===== src/rtl/bks_pkg.sv =====
// Package for the bounded key stack: field widths, operation and status codes,
// and parameter defaults. No dependencies; every other file imports it.
`default_nettype none

package bks_pkg;

	localparam int OP_W     = 3;
	localparam int KEY_W    = 64;
	localparam int POS_W    = 8;
	localparam int STATUS_W = 3;
	localparam int FPOS_W   = 5;

	localparam int DEPTH_DEF    = 16;
	localparam int KEY_BITS_DEF = 64;

	typedef enum logic [OP_W-1:0] {
		OP_PUSH   = 3'd0,
		OP_POP    = 3'd1,
		OP_UPDATE = 3'd2,
		OP_VIEW   = 3'd3,
		OP_SEARCH = 3'd4
	} op_t;

	typedef enum logic [STATUS_W-1:0] {
		ST_OK       = 3'd0,
		ST_FULL     = 3'd1,
		ST_EMPTY    = 3'd2,
		ST_BADPOS   = 3'd3,
		ST_NOTFOUND = 3'd4
	} status_t;

endpackage

`default_nettype wire


===== src/rtl/bks_if.sv =====
// Valid/ready channel interfaces for the bounded key stack: the command
// channel and the result channel. Depends on bks_pkg for field widths.
`default_nettype none

interface bks_cmd_if
	import bks_pkg::*;
	();
	logic             valid;
	logic             ready;
	logic [OP_W-1:0]  op;
	logic [KEY_W-1:0] key_value;
	logic [POS_W-1:0] position;

	modport source (output valid, output op, output key_value, output position, input ready);
	modport sink   (input valid, input op, input key_value, input position, output ready);
endinterface

interface bks_rsp_if
	import bks_pkg::*;
	();
	logic                valid;
	logic                ready;
	logic [STATUS_W-1:0] status;
	logic [KEY_W-1:0]    data;
	logic [FPOS_W-1:0]   found_position;
	logic                last;

	modport source (output valid, output status, output data, output found_position,
		output last, input ready);
	modport sink   (input valid, input status, input data, input found_position,
		input last, output ready);
endinterface

`default_nettype wire


===== src/rtl/bounded_key_stack_with_search.sv =====
// Bounded LIFO stack of keys with push, pop, positional update, view and search.
// Depends on bks_pkg and the channel interfaces in bks_if.sv.
//
// Usage: commands arrive as beats on the cmd channel (op, key_value,
// position) and results leave as beats on the rsp channel (status, data,
// found_position, last). Every command yields one result beat, except a view
// of a non-empty stack, which yields one beat per entry from the top down,
// with last set on the bottom entry.
// One command is taken at a time. Push, update, the empty cases and invalid
// opcodes load their result beat from the execute step. Pop, view and search
// first prime the registered read; search then compares the entries from
// the top down until a match or the bottom entry, and view presents one
// more entry per cycle while the receiver does not stall. The next command
// is taken in the cycle after the last result beat is loaded. The storage
// has one registered read port, and the walk reads one entry per cycle
// through it, holding while a view's result beat is stalled.
// cmd.ready is high only while the sequencer is idle. When the receiver
// stalls, the output register holds its beat and the sequencer waits before
// producing the next one. Reset empties the stack and drops any pending
// result; the stored keys themselves are not cleared.
`default_nettype none

module bounded_key_stack_with_search
	import bks_pkg::*;
	#(
	parameter int DEPTH    = DEPTH_DEF,
	parameter int KEY_BITS = KEY_BITS_DEF
	) (
	input  wire       clk,
	input  wire       arst_n,
	bks_cmd_if.sink   cmd,
	bks_rsp_if.source rsp
	);

	localparam int CNT_W = $clog2(DEPTH + 1);
	localparam int IDX_W = $clog2(DEPTH);

	typedef enum logic [1:0] {
		S_IDLE,
		S_EXEC,
		S_PRIME,
		S_SCAN
	} state_t;

	state_t                state_q;
	logic [CNT_W-1:0]      count_q;
	logic [OP_W-1:0]       op_q;
	logic [KEY_BITS-1:0]   key_q;
	logic [POS_W-1:0]      pos_q;
	logic [IDX_W-1:0]      rd_idx_q;
	logic [CNT_W-1:0]      hit_pos_q;
	logic [KEY_BITS-1:0]   rd_data_q;
	logic [KEY_BITS-1:0]   entries_q [DEPTH];

	logic                  out_valid_q;
	logic [STATUS_W-1:0]   status_q;
	logic [KEY_W-1:0]      data_q;
	logic [FPOS_W-1:0]     found_q;
	logic                  last_q;

	logic                  out_free;
	logic                  is_empty;
	logic                  is_full;
	logic                  pos_ok;
	logic                  walk;
	logic                  at_end;
	logic                  match;
	logic                  adv;
	logic                  rd_en;
	logic                  wr_en;
	logic                  load_beat;
	logic [IDX_W-1:0]      wr_idx;
	status_t               exec_status;

	assign out_free = !out_valid_q || rsp.ready;
	assign is_empty = (count_q == '0);
	assign is_full  = (count_q == CNT_W'(DEPTH));
	assign pos_ok   = (pos_q != '0) && (pos_q <= POS_W'(count_q));
	assign at_end   = (hit_pos_q == count_q);
	assign match    = (rd_data_q == key_q);

	always_comb begin
		walk        = 1'b0;
		wr_en       = 1'b0;
		wr_idx      = count_q[IDX_W-1:0];
		exec_status = ST_OK;
		case (op_q)
			OP_PUSH: begin
				if (is_full) begin
					exec_status = ST_FULL;
				end else begin
					wr_en = 1'b1;
				end
			end
			OP_UPDATE: begin
				wr_idx = IDX_W'(count_q - CNT_W'(pos_q));
				if (is_empty) begin
					exec_status = ST_EMPTY;
				end else if (!pos_ok) begin
					exec_status = ST_BADPOS;
				end else begin
					wr_en = 1'b1;
				end
			end
			OP_POP, OP_VIEW, OP_SEARCH: begin
				if (is_empty) begin
					exec_status = ST_EMPTY;
				end else begin
					walk = 1'b1;
				end
			end
			default: begin
				exec_status = ST_BADPOS;
			end
		endcase
		wr_en = wr_en && (state_q == S_EXEC) && out_free;
	end

	always_comb begin
		adv = 1'b0;
		if (state_q == S_SCAN) begin
			case (op_q)
				OP_VIEW:   adv = out_free && !at_end;
				OP_SEARCH: adv = !match && !at_end;
				default:   adv = 1'b0;
			endcase
		end
	end

	assign rd_en = (state_q == S_PRIME) || adv;

	assign load_beat = out_free && (((state_q == S_EXEC) && !walk) ||
		((state_q == S_SCAN) && ((op_q == OP_POP) || (op_q == OP_VIEW) || match || at_end)));

	always_ff @(posedge clk) begin
		if (wr_en) begin
			entries_q[wr_idx] <= key_q;
		end
		if (rd_en) begin
			rd_data_q <= entries_q[rd_idx_q];
		end
	end

	always_ff @(posedge clk or negedge arst_n) begin
		if (!arst_n) begin
			state_q     <= S_IDLE;
			count_q     <= '0;
			out_valid_q <= 1'b0;
		end else begin
			if (load_beat) begin
				out_valid_q <= 1'b1;
			end else if (rsp.ready) begin
				out_valid_q <= 1'b0;
			end
			case (state_q)
				S_IDLE: begin
					if (cmd.valid) begin
						op_q    <= cmd.op;
						key_q   <= cmd.key_value[KEY_BITS-1:0];
						pos_q   <= cmd.position;
						state_q <= S_EXEC;
					end
				end
				S_EXEC: begin
					if (out_free) begin
						if (walk) begin
							rd_idx_q  <= IDX_W'(count_q - 1'b1);
							hit_pos_q <= CNT_W'(1);
							state_q   <= S_PRIME;
							if (op_q == OP_POP) begin
								count_q <= count_q - 1'b1;
							end
						end else begin
							status_q    <= exec_status;
							data_q      <= '0;
							found_q     <= '0;
							last_q      <= 1'b1;
							state_q     <= S_IDLE;
							if (wr_en && op_q == OP_PUSH) begin
								count_q <= count_q + 1'b1;
							end
						end
					end
				end
				S_PRIME: begin
					rd_idx_q <= rd_idx_q - 1'b1;
					state_q  <= S_SCAN;
				end
				S_SCAN: begin
					if (adv) begin
						rd_idx_q  <= rd_idx_q - 1'b1;
						hit_pos_q <= hit_pos_q + 1'b1;
					end
					case (op_q)
						OP_POP, OP_VIEW: begin
							if (out_free) begin
								status_q    <= ST_OK;
								data_q      <= KEY_W'(rd_data_q);
								found_q     <= '0;
								last_q      <= (op_q == OP_POP) || at_end;
								if (op_q == OP_POP || at_end) begin
									state_q <= S_IDLE;
								end
							end
						end
						default: begin
							if ((match || at_end) && out_free) begin
								status_q    <= match ? ST_OK : ST_NOTFOUND;
								data_q      <= '0;
								found_q     <= match ? FPOS_W'(hit_pos_q) : '0;
								last_q      <= 1'b1;
								state_q     <= S_IDLE;
							end
						end
					endcase
				end
				default: begin
					state_q <= S_IDLE;
				end
			endcase
		end
	end

	assign cmd.ready          = (state_q == S_IDLE);
	assign rsp.valid          = out_valid_q;
	assign rsp.status         = status_q;
	assign rsp.data           = data_q;
	assign rsp.found_position = found_q;
	assign rsp.last           = last_q;

	a_count_bound: assert property (@(posedge clk) disable iff (!arst_n)
		count_q <= CNT_W'(DEPTH))
		else $error("Stack count exceeds its depth.");

	a_write_only_exec: assert property (@(posedge clk) disable iff (!arst_n)
		wr_en |-> (state_q == S_EXEC) && out_free)
		else $error("Storage written outside the execute step.");

	a_pop_count: assert property (@(posedge clk) disable iff (!arst_n)
		(state_q == S_EXEC) && out_free && walk && (op_q == OP_POP)
		|=> count_q == $past(count_q) - 1'b1)
		else $error("Pop did not remove exactly one entry.");

	a_not_last_is_view: assert property (@(posedge clk) disable iff (!arst_n)
		out_valid_q && !last_q |-> (op_q == OP_VIEW) && (state_q == S_SCAN))
		else $error("A non-final result beat outside a view walk.");

	a_scan_in_range: assert property (@(posedge clk) disable iff (!arst_n)
		(state_q == S_SCAN) && (op_q != OP_POP)
		|-> (hit_pos_q != '0) && (hit_pos_q <= count_q))
		else $error("Walk position left the filled part of the stack.");

endmodule

`default_nettype wire

===== src/flat_wrapper.sv =====
// flat-port wrapper written by rule: the top's interface ports become plain ports
module bounded_key_stack_with_search_flat import bks_pkg::*;
#(
	parameter int DEPTH    = DEPTH_DEF,
	parameter int KEY_BITS = KEY_BITS_DEF
	)
  (clk, arst_n, cmd_valid, cmd_op, cmd_key_value, cmd_position, cmd_ready, rsp_valid, rsp_status, rsp_data, rsp_found_position, rsp_last, rsp_ready);
  bks_cmd_if cmd_i ();
  bks_rsp_if rsp_i ();
  input  wire clk;
  input  wire arst_n;
  input wire logic [$bits(cmd_i.valid)-1:0] cmd_valid;
  input wire logic [$bits(cmd_i.op)-1:0] cmd_op;
  input wire logic [$bits(cmd_i.key_value)-1:0] cmd_key_value;
  input wire logic [$bits(cmd_i.position)-1:0] cmd_position;
  output wire logic [$bits(cmd_i.ready)-1:0] cmd_ready;
  output wire logic [$bits(rsp_i.valid)-1:0] rsp_valid;
  output wire logic [$bits(rsp_i.status)-1:0] rsp_status;
  output wire logic [$bits(rsp_i.data)-1:0] rsp_data;
  output wire logic [$bits(rsp_i.found_position)-1:0] rsp_found_position;
  output wire logic [$bits(rsp_i.last)-1:0] rsp_last;
  input wire logic [$bits(rsp_i.ready)-1:0] rsp_ready;
  assign cmd_i.valid = cmd_valid;
  assign cmd_i.op = cmd_op;
  assign cmd_i.key_value = cmd_key_value;
  assign cmd_i.position = cmd_position;
  assign cmd_ready = cmd_i.ready;
  assign rsp_valid = rsp_i.valid;
  assign rsp_status = rsp_i.status;
  assign rsp_data = rsp_i.data;
  assign rsp_found_position = rsp_i.found_position;
  assign rsp_last = rsp_i.last;
  assign rsp_i.ready = rsp_ready;
  bounded_key_stack_with_search #(.DEPTH(DEPTH), .KEY_BITS(KEY_BITS)) u_core (.clk(clk), .arst_n(arst_n), .cmd(cmd_i), .rsp(rsp_i));
endmodule

===== config.mk =====
export PLATFORM = sky130hd
export DESIGN_NAME = bounded_key_stack_with_search_flat
export DESIGN_NICKNAME = d
export VERILOG_FILES = /design/src/rtl/bks_pkg.sv /design/src/rtl/bks_if.sv /design/src/rtl/bounded_key_stack_with_search.sv /design/src/flat_wrapper.sv
export SDC_FILE = /design/constraint.sdc
export NUM_CORES = 1
export LEC_CHECK = 0
export CAP_MARGIN = 20
export CORE_ASPECT_RATIO = 0.6
export CORE_MARGIN = 2
export CORE_UTILIZATION = 32
export DETAILED_ROUTE_END_ITERATION = 10
export DONT_BUFFER_PORTS = 1
export SETUP_SLACK_MARGIN = 0.3
export SLEW_MARGIN = 20
export SYNTH_ARGS = -nofsm -noshare
export SYNTH_HDL_FRONTEND = slang
export SYNTH_SLANG_ARGS = --single-unit

===== constraint.sdc =====
create_clock -name clk -period 20 [get_ports clk]
set_input_delay 3 -clock clk [delete_from_list [all_inputs] [get_ports clk]]
set_output_delay 3 -clock clk [all_outputs]
set_load 0.01 [all_outputs]

==> flow_summary.json <==
{
  "rsz0062_at_grt": "no",
  "die_w_um": 505,
  "path_cells": "nand2b_1, nand2_1, a311oi_1, and3_1, nand3_1, nor2_4, buf_4",
  "finalCriticalPeriod_ps": 5710,
  "grt.overflow.total": 0,
  "yosys.cell_types.count": 52,
  "multi_input_area_um2": 10200,
  "yosysWarnings": 0,
  "top_layer": "met5",
  "drt_iter0_markers": 3039,
  "fin_nets": 2632,
  "wl_met2_um": 53000,
  "outcome": "finished, final reports clean",
  "relSlewSlack_pct": 23.6,
  "fin_skew_ps": 69.0,
  "cts_post_setup_buffers_inserted": 0,
  "track_usage_pct": 16.4,
  "ys_ff_latch": 1253,
  "crit_family": "simple AND/OR/NAND/NOR gates",
  "die_area_um2": 154000,
  "crit_path_end_kind": "flop",
  "syn_nets": 2589,
  "io_pins": 154,
  "cts_max_level": 3,
  "p_leak_nw": 17.6,
  "critPathKind": "primary input to flop",
  "grt_pass1_vias": 23200,
  "cts-root-buf": "clkbuf_16",
  "synth_edf_count": 1245,
  "path_max_fanout": 41,
  "tightestPinTransition_ps": 1150,
  "cts_hold_buf": 0,
  "wl_um": 128000,
  "grt_max_degree": 129,
  "r2r_cells": 8,
  "syn_area_per_cell_um2": 19.3,
  "routabilityCongestion": 0.774,
  "fmax_mhz": 175,
  "cts_resized": 0,
  "syn-cell-area_um2": 48200,
  "arrival_ps": 6060,
  "crit_path_top_delay_cell": "nor2_4",
  "netlist_instances": 2497,
  "clockBufferDepth": 3,
  "cts_buffers": 109,
  "wl_per_cell_um": 27.5,
  "areaGrowthSynthToFinish_pct": 13.5,
  "synth_largest_area_cell": "edfxtp_1",
  "vias_per_cell": 5.21,
  "max_stage_delay_ps": 880,
  "fillCellCount": 13800,
  "fp-row-count": 110,
  "die_y_um": 305,
  "antenna_found_initial": 14,
  "tritoncts": "yes",
  "portBuffers": 0,
  "core_um2": 150000,
  "hp-class": "flop to flop",
  "crit_cells": 7,
  "wl_met3_um": 13900,
  "ant_nets": 0,
  "synth.top_cell.area_share_pct": 77.5,
  "synthFlopType": "edfxtp_1",
  "power_w": 0.00649,
  "synthTopCellsByArea": "edfxtp_1, mux4_2, mux2i_1",
  "post-route-period-util_pct": 28.6,
  "setup_viol": 0,
  "cts.sink_count": 1253,
  "dp_hpwl_um": 75000,
  "ir_drop_v": 0.0000742,
  "drcViolationCount": 0,
  "first_pass_iters": 5,
  "ys_seq_area_share_pct": 77.9,
  "wl_met1_um": 58800,
  "drv_slew": 0,
  "layout-drive-gt1-share_pct": 17.5,
  "clk_pin_slew_ps": 70,
  "grt_pass1_wl_um": 181000,
  "worstHoldPathCells": 1,
  "drv_cap": 0,
  "cp-start-kind": "primary input",
  "hold_viol_final": 0,
  "power_density_nw_per_um2": 119,
  "crit_buf_inv": 1,
  "vias": 24300,
  "initial_core_util_pct": 32.2,
  "setup_tns_ps": 0,
  "cp.required_ps": 20350,
  "insertion_delay_ps": 760,
  "final-seq-area_um2": 37600,
  "ys_async_sr_fraction_pct": 0.638
}
-- registers in the layout, summed over array words and instances (netlist names), named ones only --
| name | cells |
|---|---|
| u_core.entries_q | 1024 |
| u_core.key_q | 64 |
| u_core.rd_data_q | 64 |
| u_core.rsp.data | 64 |
| u_core.pos_q | 8 |
| u_core.count_q | 5 |
| u_core.hit_pos_q | 5 |
| u_core.rsp.found_position | 5 |
| u_core.rd_idx_q | 4 |
| u_core.op_q | 3 |
| u_core.rsp.status | 3 |
| u_core.rsp.last | 1 |
| u_core.rsp.valid | 1 |
| u_core.state_q | 1 |
-- metal layers --
| layer | vias to the layer above | GRT usage (%) |
|---|---|---|
| met5 | - | 1.08 |
| met4 | 2 | 3.15 |
| met3 | 162 | 5.63 |
| met2 | 1064 | 22.3 |
| met1 | 12800 | 24.9 |
| li1 | 10200 | - |
-- synthesized netlist by cell type, types with 8 or more instances --
library cell,count
a21oi_1,69
a221oi_1,66
a22oi_1,64
and3_1,65
buf_2,39
clkbuf_1,91
dfrtp_1,8
edfxtp_1,1245
ha_1,12
inv_1,14
mux2_2,64
mux2i_1,195
mux4_2,128
nand2_1,17
nand2b_1,8
nand3_1,12
nand4_1,8
nor2_1,101
nor3_1,13
nor4_1,8
o21ai_0,127
o21ai_1,10
xnor2_1,17
xor2_1,61
-- kinds of logic after synthesis --
kind of cell	Yosys count	share of synthesized area, %
XOR/XNOR	78	1.42
adder cells (fa/ha/maj)	13	0.353
AND/OR/NAND/NOR	261	2.85
flip-flops	1253	77.9
AO/OA/AOI/OAI	359	4.70
buffers and inverters	146	1.24
multiplexers	387	11.5
-- cells in the final DEF (no fill, tap or decap), types with 4 or more instances in the layout --
master and count:
buf_4 60, diode_2 4, clkbuf_16 111, xnor2_1 17, a21oi_1 69, nand2b_1 7, inv_1 14, ha_1 12
and3_1 64, xor2_1 61, clkbuf_1 10, o21ai_1 10, nand4_1 8, o21ai_0 127, inv_6 6, nor4_2 4
nand3_1 12, nor4_1 8, a31oi_1 5, a221oi_1 66, mux4_2 128, nand2_1 17, and2_1 6, mux2i_1 195
a22oi_1 64, nor2_1 83, clkinv_2 22, clkinv_1 25, nor2_4 18, mux2_2 64, bufinv_16 20, nor3_1 12
dfrtp_1 8, edfxtp_1 1245
-- final cells by class --
| class | count | share of cell area, % |
|---|---|---|
| Antenna cell | 4 | 0.0183 |
| Clock buffer | 121 | 5.14 |
| Clock inverter | 85 | 1.90 |
| Inverter | 15 | 0.103 |
| Multi-Input combinational cell | 1098 | 18.7 |
| Sequential cell | 1253 | 68.7 |
| Tap cell | 2016 | 4.61 |
| Timing Repair Buffer | 63 | 0.932 |
-- power breakdown --
group          internal, W  total, W  switching [W]
sequential         0.00307   0.00321       0.000147
combinational     0.000332  0.000986       0.000654
clock              0.00128   0.00229        0.00101
-- metrics by stage --
stage | setup slack [ps] | area, µm² | cells | hold WS (ps) | util [%]
floorplan | 11120 | 48200 | 2497 | 563 | -
CTS | 14320 | 54700 | 4651 | 607 | 36.6
detailed placement | 13540 | 50900 | 4445 | 591 | 34.0
finish | 14290 | 54800 | 4655 | 608 | 36.6
global route | 14170 | 54700 | 4652 | 639 | 36.6
global placement | 13630 | 50900 | 4445 | 582 | 34.0
-- worst reg2reg max path: stages, from the launching register on --
cell and delay (ps):
dfrtp_1 550, inv_1 200, ha_1 260, fa_1 380, xor2_1 180, o21ai_0 560, nand3_1 480, nor2_4 700
buf_4 920
-- path summary, 6_finish.rpt --
kind | slack [ps] | end | from
hold reg to reg | 610 | u_core.rsp.data[19]$_SDFFCE_PN0P_ | u_core.rd_data_q[19]$_DFFE_PP_
min in group asynchronous | 1980 | u_core.count_q[2]$_DFFE_PN0P_ | arst_n
setup / recovery | 14290 | u_core.entries_q[0][34]$_DFFE_PP_ | rsp_ready
max in group asynchronous | 17940 | u_core.rsp.valid$_DFFE_PN0P_ | arst_n
hold / removal | 610 | u_core.rsp.data[19]$_SDFFCE_PN0P_ | u_core.rd_data_q[19]$_DFFE_PP_
setup reg to reg | 15360 | u_core.entries_q[13][27]$_DFFE_PP_ | u_core.count_q[0]$_DFFE_PN0P_
No activity file was read; power rests on OpenSTA's default activity.
